$ cat src/rtl/ncst_pkg.sv
// package for the named counting semaphore table
// holds sizes, status and request codes, item structs; no dependencies
`default_nettype none
package ncst_pkg;
    localparam int NUM_SEMS    = 16;
    localparam int NAME_BYTES  = 8;
    localparam int NUM_THREADS = 32;
    localparam int WAIT_DEPTH  = 8;
    localparam int COUNT_BITS  = 16;

    localparam int SEM_W   = $clog2(NUM_SEMS);
    localparam int THR_W   = 5;
    localparam int WPTR_W  = (WAIT_DEPTH > 1) ? $clog2(WAIT_DEPTH) : 1;
    localparam int WFILL_W = $clog2(WAIT_DEPTH + 1);
    localparam int SLOT_AW = SEM_W + WPTR_W;
    localparam int SLOT_D  = NUM_SEMS * (1 << WPTR_W);
    localparam logic [COUNT_BITS-1:0] COUNT_MAX = '1;
    localparam logic [7:0] REFS_MAX = 8'hff;

    localparam logic [1:0] REQ_CREATE  = 2'd0;
    localparam logic [1:0] REQ_P       = 2'd1;
    localparam logic [1:0] REQ_V       = 2'd2;
    localparam logic [1:0] REQ_DESTROY = 2'd3;

    localparam logic [2:0] ST_DONE     = 3'd0;
    localparam logic [2:0] ST_INVALID  = 3'd1;
    localparam logic [2:0] ST_FULL     = 3'd2;
    localparam logic [2:0] ST_BLOCKED  = 3'd3;
    localparam logic [2:0] ST_QFULL    = 3'd4;
    localparam logic [2:0] ST_WOKEN    = 3'd5;
    localparam logic [2:0] ST_RELEASED = 3'd6;

    typedef struct packed {
        logic [1:0]  req_type;
        logic [4:0]  thread_id;
        logic [3:0]  sem_id;
        logic [63:0] sem_name;
        logic [3:0]  name_length;
        logic [15:0] init_count;
    } req_item_t;

    typedef struct packed {
        logic [2:0] status;
        logic [3:0] sem_out;
        logic [4:0] thread_out;
        logic       last;
    } rsp_item_t;
endpackage
`default_nettype wire

$ cat src/rtl/named_counting_semaphore_table.sv
// named counting semaphore table top level: sequencer, entry registers, wait ram
// uses ncst_pkg and ncst_ram
// create scans the entries in S_SCAN (one entry compared per cycle), then runs S_EXEC
// p/v/destroy go straight to S_EXEC; s_ready low until the last result is taken
// each wake result of v or destroy adds a pass through S_RDW and S_WAKE (one wait ram read each)
// synchronous active low reset frees all entries and empties all queues
`default_nettype none
module named_counting_semaphore_table (
    input  wire logic                aclk,
    input  wire logic                aresetn,
    input  wire logic                s_valid,
    output logic                     s_ready,
    input  wire ncst_pkg::req_item_t s_data,
    output logic                     m_valid,
    input  wire logic                m_ready,
    output ncst_pkg::rsp_item_t      m_data
);
    localparam int SW = ncst_pkg::SEM_W;
    localparam int PW = ncst_pkg::WPTR_W;
    localparam int FW = ncst_pkg::WFILL_W;
    localparam int CB = ncst_pkg::COUNT_BITS;
    localparam int NT = ncst_pkg::NUM_THREADS;

    localparam logic [2:0] S_IDLE  = 3'd0;
    localparam logic [2:0] S_SCAN  = 3'd1;
    localparam logic [2:0] S_EXEC  = 3'd2;
    localparam logic [2:0] S_OUT   = 3'd3;
    localparam logic [2:0] S_RDW   = 3'd4;
    localparam logic [2:0] S_WAKE  = 3'd5;

    logic [2:0] state_reg, state_next;
    ncst_pkg::req_item_t req_reg;
    logic [63:0] name_reg;
    logic [SW:0] idx_reg;
    logic found_reg, free_ok_reg;
    logic [SW-1:0] free_reg;

    logic [ncst_pkg::NUM_SEMS-1:0] in_use_reg;
    logic [63:0] ename_reg [ncst_pkg::NUM_SEMS];
    logic [CB-1:0] count_reg [ncst_pkg::NUM_SEMS];
    logic [7:0] refs_reg [ncst_pkg::NUM_SEMS];
    logic [NT-1:0] owner_reg [ncst_pkg::NUM_SEMS];
    logic [PW-1:0] head_reg [ncst_pkg::NUM_SEMS];
    logic [FW-1:0] fill_reg [ncst_pkg::NUM_SEMS];

    ncst_pkg::rsp_item_t out_reg, out_next;
    logic out_valid_reg;
    logic more_reg, more_next;

    logic we;
    logic [ncst_pkg::SLOT_AW-1:0] waddr, raddr;
    logic [4:0] rdata;

    logic [SW-1:0] sid;
    logic [63:0] mask;
    logic thr_bad;
    logic len_bad;
    logic [NT-1:0] tbit;
    logic [CB-1:0] init_sat;

    assign sid = req_reg.sem_id[SW-1:0];
    assign thr_bad = {27'd0, req_reg.thread_id} >= 32'(ncst_pkg::NUM_THREADS);
    assign len_bad = req_reg.name_length == 4'd0
        || {28'd0, req_reg.name_length} > 32'(ncst_pkg::NAME_BYTES);
    assign tbit = NT'(1) << req_reg.thread_id;
    assign init_sat = ({16'd0, req_reg.init_count} > 32'(ncst_pkg::COUNT_MAX))
        ? ncst_pkg::COUNT_MAX : CB'(req_reg.init_count);

    always_comb begin
        mask = '0;
        for (int b = 0; b < 8; b++) begin
            if (4'(b) < s_data.name_length) mask[b*8 +: 8] = 8'hff;
        end
    end

    ncst_ram #(.WIDTH(5), .DEPTH(ncst_pkg::SLOT_D)) u_wait (
        .aclk(aclk), .we(we), .waddr(waddr), .wdata(req_reg.thread_id),
        .raddr(raddr), .rdata(rdata)
    );

    assign s_ready = (state_reg == S_IDLE) && !out_valid_reg;
    assign m_valid = out_valid_reg;
    assign m_data  = out_reg;

    logic op_ok;
    assign op_ok = ({28'd0, req_reg.sem_id} < 32'(ncst_pkg::NUM_SEMS)) && in_use_reg[sid]
        && owner_reg[sid][req_reg.thread_id];

    assign we = (state_reg == S_EXEC) && op_ok && !thr_bad && req_reg.req_type == ncst_pkg::REQ_P
        && count_reg[sid] == '0 && {{(32-FW){1'b0}}, fill_reg[sid]} < 32'(ncst_pkg::WAIT_DEPTH);
    assign waddr = {sid, PW'((32'(head_reg[sid]) + 32'(fill_reg[sid]))
        % ncst_pkg::WAIT_DEPTH)};
    assign raddr = {sid, head_reg[sid]};

    always_comb begin
        state_next = state_reg;
        case (state_reg)
            S_IDLE: if (s_valid && s_ready) state_next = (s_data.req_type ==
                ncst_pkg::REQ_CREATE) ? S_SCAN : S_EXEC;
            S_SCAN: if (idx_reg == (SW+1)'(ncst_pkg::NUM_SEMS)) state_next = S_EXEC;
            S_EXEC: state_next = S_OUT;
            S_OUT: if (!out_valid_reg || m_ready) state_next = more_reg ? S_RDW : S_IDLE;
            S_RDW: state_next = S_WAKE;
            S_WAKE: state_next = S_OUT;
            default: state_next = S_IDLE;
        endcase
    end

    // reply of the request, then one wake result per pass through S_WAKE
    always_comb begin
        out_next = out_reg;
        more_next = more_reg;
        if (state_reg == S_EXEC) begin
            more_next = 1'b0;
            out_next.last = 1'b1;
            out_next.thread_out = req_reg.thread_id;
            out_next.sem_out = req_reg.sem_id;
            out_next.status = ncst_pkg::ST_DONE;
            if (thr_bad) begin
                out_next.status = ncst_pkg::ST_INVALID;
                if (req_reg.req_type == ncst_pkg::REQ_CREATE) out_next.sem_out = '0;
            end else if (req_reg.req_type == ncst_pkg::REQ_CREATE) begin
                out_next.sem_out = 4'(free_reg);
                if (len_bad) begin
                    out_next.status = ncst_pkg::ST_INVALID;
                    out_next.sem_out = '0;
                end else if (!found_reg && !free_ok_reg) begin
                    out_next.status = ncst_pkg::ST_FULL;
                    out_next.sem_out = '0;
                end
            end else if (!op_ok) begin
                out_next.status = ncst_pkg::ST_INVALID;
            end else if (req_reg.req_type == ncst_pkg::REQ_P) begin
                if (count_reg[sid] == '0) begin
                    out_next.status = we ? ncst_pkg::ST_BLOCKED : ncst_pkg::ST_QFULL;
                end
            end else if (req_reg.req_type == ncst_pkg::REQ_V) begin
                if (fill_reg[sid] != '0) begin
                    more_next = 1'b1;
                    out_next.last = 1'b0;
                end
            end else begin
                if (refs_reg[sid] <= 8'd1 && fill_reg[sid] != '0) begin
                    more_next = 1'b1;
                    out_next.last = 1'b0;
                end
            end
        end else if (state_reg == S_WAKE) begin
            out_next.status = (req_reg.req_type == ncst_pkg::REQ_V)
                ? ncst_pkg::ST_WOKEN : ncst_pkg::ST_RELEASED;
            out_next.sem_out = req_reg.sem_id;
            out_next.thread_out = rdata;
            if (req_reg.req_type == ncst_pkg::REQ_V || fill_reg[sid] == FW'(1)) begin
                more_next = 1'b0;
                out_next.last = 1'b1;
            end
        end
    end

    always_ff @(posedge aclk) begin
        if (!aresetn) begin
            state_reg <= S_IDLE;
            out_valid_reg <= 1'b0;
            in_use_reg <= '0;
            more_reg <= 1'b0;
            for (int i = 0; i < ncst_pkg::NUM_SEMS; i++) begin
                owner_reg[i] <= '0;
                head_reg[i] <= '0;
                fill_reg[i] <= '0;
            end
        end else begin
            state_reg <= state_next;
            case (state_reg)
                S_IDLE: begin
                    if (s_valid && s_ready) begin
                        req_reg <= s_data;
                        name_reg <= s_data.sem_name & mask;
                        idx_reg <= '0;
                        found_reg <= 1'b0;
                        free_ok_reg <= 1'b0;
                        free_reg <= '0;
                    end
                end
                S_SCAN: begin
                    if (idx_reg != (SW+1)'(ncst_pkg::NUM_SEMS)) begin
                        if (!found_reg && in_use_reg[idx_reg[SW-1:0]]
                                && ename_reg[idx_reg[SW-1:0]] == name_reg) begin
                            found_reg <= 1'b1;
                            free_reg <= idx_reg[SW-1:0];
                        end else if (!found_reg && !free_ok_reg
                                && !in_use_reg[idx_reg[SW-1:0]]) begin
                            free_ok_reg <= 1'b1;
                            free_reg <= idx_reg[SW-1:0];
                        end
                        idx_reg <= idx_reg + 1'b1;
                    end
                end
                S_EXEC: begin
                    out_reg <= out_next;
                    more_reg <= more_next;
                    out_valid_reg <= 1'b1;
                    if (!thr_bad && req_reg.req_type == ncst_pkg::REQ_CREATE && !len_bad) begin
                        if (found_reg) begin
                            if (refs_reg[free_reg] < ncst_pkg::REFS_MAX)
                                refs_reg[free_reg] <= refs_reg[free_reg] + 8'd1;
                            owner_reg[free_reg] <= owner_reg[free_reg] | tbit;
                        end else if (free_ok_reg) begin
                            in_use_reg[free_reg] <= 1'b1;
                            ename_reg[free_reg] <= name_reg;
                            count_reg[free_reg] <= init_sat;
                            refs_reg[free_reg] <= 8'd1;
                            owner_reg[free_reg] <= tbit;
                            head_reg[free_reg] <= '0;
                            fill_reg[free_reg] <= '0;
                        end
                    end else if (!thr_bad && req_reg.req_type != ncst_pkg::REQ_CREATE
                            && op_ok) begin
                        if (req_reg.req_type == ncst_pkg::REQ_P) begin
                            if (count_reg[sid] != '0) begin
                                count_reg[sid] <= count_reg[sid] - 1'b1;
                            end else if (we) begin
                                fill_reg[sid] <= fill_reg[sid] + 1'b1;
                            end
                        end else if (req_reg.req_type == ncst_pkg::REQ_V) begin
                            if (fill_reg[sid] == '0 && count_reg[sid] != ncst_pkg::COUNT_MAX)
                                count_reg[sid] <= count_reg[sid] + 1'b1;
                        end else begin
                            if (refs_reg[sid] <= 8'd1) begin
                                refs_reg[sid] <= '0;
                                in_use_reg[sid] <= 1'b0;
                                owner_reg[sid] <= '0;
                                if (fill_reg[sid] == '0) head_reg[sid] <= '0;
                            end else begin
                                refs_reg[sid] <= refs_reg[sid] - 8'd1;
                                owner_reg[sid] <= owner_reg[sid] & ~tbit;
                            end
                        end
                    end
                end
                S_OUT: begin
                    if (m_ready) out_valid_reg <= 1'b0;
                end
                S_RDW: ;
                S_WAKE: begin
                    out_reg <= out_next;
                    more_reg <= more_next;
                    out_valid_reg <= 1'b1;
                    fill_reg[sid] <= fill_reg[sid] - 1'b1;
                    head_reg[sid] <= (req_reg.req_type == ncst_pkg::REQ_DESTROY
                        && fill_reg[sid] == FW'(1)) ? '0
                        : PW'((32'(head_reg[sid]) + 1) % ncst_pkg::WAIT_DEPTH);
                end
                default: ;
            endcase
        end
    end

    a_ready_idle: assert property (@(posedge aclk) disable iff (!aresetn)
        s_ready |-> state_reg == S_IDLE) else $error("ready outside idle");
    a_out_hold: assert property (@(posedge aclk) disable iff (!aresetn)
        m_valid && !m_ready |=> m_valid && $stable(m_data)) else $error("result dropped");
    a_wake_valid: assert property (@(posedge aclk) disable iff (!aresetn)
        state_reg == S_WAKE |=> m_valid) else $error("wake result missing");
endmodule
`default_nettype wire

$ cat src/rtl/ncst_ram.sv
// generic single port write, single port registered read ram
// no dependencies
`default_nettype none
module ncst_ram #(
    parameter int WIDTH = 8,
    parameter int DEPTH = 16
) (
    input  wire logic                     aclk,
    input  wire logic                     we,
    input  wire logic [$clog2(DEPTH)-1:0] waddr,
    input  wire logic [WIDTH-1:0]         wdata,
    input  wire logic [$clog2(DEPTH)-1:0] raddr,
    output logic      [WIDTH-1:0]         rdata
);
    logic [WIDTH-1:0] mem [DEPTH];

    always_ff @(posedge aclk) begin
        if (we) begin
            mem[waddr] <= wdata;
        end
        rdata <= mem[raddr];
    end
endmodule
`default_nettype wire

$ cat config.mk
export PLATFORM = sky130hd
export DESIGN_NAME = named_counting_semaphore_table
export DESIGN_NICKNAME = d
export VERILOG_FILES = /design/src/rtl/ncst_pkg.sv /design/src/rtl/named_counting_semaphore_table.sv /design/src/rtl/ncst_ram.sv
export SDC_FILE = /design/constraint.sdc
export NUM_CORES = 2
export LEC_CHECK = 0
export ABC_AREA = 1
export BUFFER_PORTS_ARGS = -buffer_cell sky130_fd_sc_hd__buf_2
export CAP_MARGIN = 20
export CORE_ASPECT_RATIO = 1.5
export CORE_MARGIN = 3
export CORE_UTILIZATION = 68
export DETAILED_ROUTE_END_ITERATION = 12
export GPL_ROUTABILITY_DRIVEN = 1
export MAX_ROUTING_LAYER = met4
export PLACE_DENSITY_LB_ADDON = 0.05
export SYNTH_ARGS = -nofsm -noshare
export SYNTH_HDL_FRONTEND = slang
export SYNTH_HIERARCHICAL = 1
export SYNTH_SLANG_ARGS = --single-unit
$ cat constraint.sdc
create_clock -name aclk -period 21.3 [get_ports aclk]
set_clock_uncertainty 0.05 [all_clocks]
set_input_delay 1.065 -clock aclk [delete_from_list [all_inputs] [get_ports aclk]]
set_output_delay 1.065 -clock aclk [all_outputs]
set_load 0.01 [all_outputs]
==> impl_metrics.tcl <==
set metrics [dict create \
    pin_count 114 \
    critPathKind "flop to flop" \
    rows 192 \
    synth-seq-area-share_pct 67.49 \
    syn_area_sq_um 125300 \
    crit_fanout 233 \
    crit_cells 25 \
    muxShareOfSynthArea_pct 0.007988 \
    worst_pin_slew_ns 1.181 \
    cts.sinks 2829 \
    multi_input_area_sq_um 35260 \
    dr.pass1.iters 9 \
    wl_mm 371.5 \
    post-cts-setup-buffers 0 \
    start_util_pct 68.54 \
    cts_buffer_depth 4 \
    internal_power_w 0.01070 \
    critPathMaxStageDelay_ns 1.17 \
    synth_compound_gate_area_share_pct 11.87 \
    synth-simple-area-share_pct 15.35 \
    ctsHoldBuffers 0 \
    status "finished clean" \
    max-vdd-ir-drop_mv 0.1069 \
    largest_reg_flops 1024 \
    powerDensity_nw_per_um2 129.9 \
    path_buf_inv 5 \
    yosysMostFrequentCell "edfxtp_1" \
    gp_congestion 0.9330 \
    port-buffer-count 113 \
    synth_cell_types 56 \
    cp_top_family "simple AND/OR/NAND/NOR gates" \
    cts_root_buffer "clkbuf_16" \
    dieHeight_um 531.8 \
    h-tree-depth 5 \
    slew_headroom_pct 21.27 \
    synth_top_area_cell "edfxtp_1" \
    yosys-top-cells-count "edfxtp_1, nor2_1, o21ai_0, nand2_1, nand3_1" \
    p_comb_share_pct 35.3 \
    ys_ff_latch 2829 \
    end_kind "flop" \
    synth_top_area_share_pct 66.88 \
    ant_nets 0 \
    routedWlPerCell_um 26.85 \
    layout-drive-gt1-share_pct 7.607 \
    viasPerCell 6.713 \
    area_delta_synth_final_pct 7.995 \
    synth-async-reset-ratio_pct 0 \
    cts_buffers 266 \
    hold_ws_ns 0.3649 \
    synthFlopType "edfxtp_1" \
    period_share_pct 40.54 \
    drv_slew 0 \
    synthXorXnorAreaFrac_pct 0.3914 \
    wl_met2_mm 180.9 \
    seq_area_sq_um 84610 \
    crit_slowest_cell "nand2_2" \
    grt_overflow 0 \
    synthAdderAreaFrac_pct 0.2816 \
    fmax_mhz 115.8 \
    cp-start-kind "flop" \
    grt_pass1_wl_mm 547.2 \
    wl_met1_mm 123.6 \
    core_area_sq_um 182800 \
    synth_area_leaders "edfxtp_1, nor2_1, o21ai_0" \
    cts_tree "yes" \
    die_width_um 356.5 \
    min_path_cells 1 \
    clockPowerShare_pct 26.4 \
    fill_cells 12310 \
    cts_resized 0 \
    crit_required_ns 21.68 \
    hp-class "input pin to flop" \
    grt_pass1_vias 90350 \
    fin_crit_ns 8.636 \
    seqPwrFrac_pct 38.3 \
    drc 0 \
    rsz0062_at_grt "false" \
    synth-edff-count 2791 \
    vias 92870 \
    synth_top_family_by_area "simple AND/OR/NAND/NOR gates" \
    reg2regPathDepth 25 \
    synth_cells 11460 \
    switching_share_pct 39.13 \
    top_layer "met4" \
    clk_pin_slew_ns 0.06 \
    yosysWarnings 6 \
    netSwitchingPower_w 0.006878 \
    drv_cap 0 \
    fin_tns_setup_ns 0 \
    crit_path_frequent_cell "nand2_1" \
    post-route-util_pct 74.02 \
    clock_latency_ns 0.85 \
    grt_max_degree 234 \
    dieArea_sq_um 189600 \
    leakagePower_nw 46.97 \
    drt-initial-drc-count 12710 \
    fin_nets 11320 \
    hold_viol 0 \
    syn_nets 11590 \
    worstPathArrival_ns 9.02 \
    antenna_found_initial 14 \
    hpwl_mm 210.9 \
    setup_viol 0 \
    avgSynthCellArea_sq_um 10.93 \
    track_usage_pct 39.61 \
    wl_met3_mm 37.98 \
]
## per-stage QoR
step,instance area [sq um],std cells,total power (W),setup slack [ns]
after floorplan,125300,11460,0.01101,14.11
after global placement,126700,13340,0.01269,13.13
after detailed placement,126800,13340,0.01286,12.94
after CTS,135100,13810,0.01744,12.92
after global routing,135300,13830,0.01833,12.59
final,135300,13840,0.01758,12.66
## cells in the final DEF (no fill, tap or decap), drive strengths merged, types with 25 or more instances in the layout
| master | synthesis | final |
|---|---|---|
| o22ai | 160 | 160 |
| or2 | 36 | 36 |
| nand4 | 25 | 25 |
| nor3 | 106 | 106 |
| inv | 453 | 464 |
| o221ai | 247 | 247 |
| clkbuf | 474 | 335 |
| nand3 | 1035 | 1035 |
| dfxtp | 38 | 38 |
| a31oi | 31 | 31 |
| o211ai | 187 | 187 |
| edfxtp | 2791 | 2791 |
| xor2 | 28 | 28 |
| ha | 25 | 25 |
| a21oi | 410 | 410 |
| nand2 | 1432 | 1432 |
| clkinv | 9 | 108 |
| nor2 | 2005 | 2005 |
| xnor2 | 28 | 28 |
| buf | 363 | 302 |
| o21ai | 1520 | 1520 |
## power groups by stage
stage,Sequential [W],Combinational (W),Clock [W]
CTS,0.00672,0.00606,0.00466
floorplan,0.00667,0.00435,0
detailed placement,0.00684,0.00602,0
global placement,0.00683,0.00586,0
global route,0.00674,0.00669,0.00489
finish,0.00673,0.00621,0.00464
## worst paths after layout
path                   start               to  slack, ns
setup / recovery        flop  owner_reg[2][4]      12.66
hold / removal    s_data[91]      req_reg[91]       0.36
setup reg to reg        flop  owner_reg[2][4]      12.66
hold reg to reg     more_reg         more_reg       0.43
## cell families (layout without fill, tap and decap cells)
family	count (synthesis)	in the layout
buffers and inverters	1299	1233
and+or+nand+nor	4652	4652
muxes	1	1
other	0	13
adders and majority gates	27	27
xor gates and xnor gates	56	56
AOI/OAI and AO/OA	2599	2599
DFF	2829	2829
## final cells by class
| type | instances | share of cell area, % |
|---|---|---|
| flip-flops and latches | 2829 | 62.53 |
| multi-input cells | 7335 | 26.05 |
| clock inverters | 134 | 0.8321 |
| inverters | 462 | 1.318 |
| diodes | 13 | 0.02404 |
| repair buffers | 302 | 1.683 |
| clock buffers | 335 | 5.320 |
| well taps | 2425 | 2.242 |
## routing by layer
| layer | up-vias | global-route usage, % |
|---|---|---|
| met5 | - | - |
| met4 | 0 | 26.23 |
| met3 | 1593 | 5.975 |
| met2 | 6178 | 63.56 |
| met1 | 44590 | 46.64 |
| li1 | 40510 | - |
## worst register-to-register path: stages (launching register included)
cell	delay [ns]
dfxtp_4	0.90
buf_12	0.58
buf_12	0.76
nor2_1	0.53
nor2_1	0.16
o21ai_0	0.15
nand3_1	0.12
nand3_1	0.17
nand2_1	0.12
nand2_1	0.05
nand2_1	0.09
nor2_1	0.06
nand2_1	0.06
nand3_1	0.14
nand3_1	0.20
nand2_1	0.11
nor2_4	0.37
nand2_2	0.34
inv_2	0.12
buf_4	0.62
nand2_1	0.18
nand2_2	0.18
inv_2	0.06
nor2_2	0.24
nand2_2	0.67
nand2_2	1.18
Power figures use the tool's default switching activity.
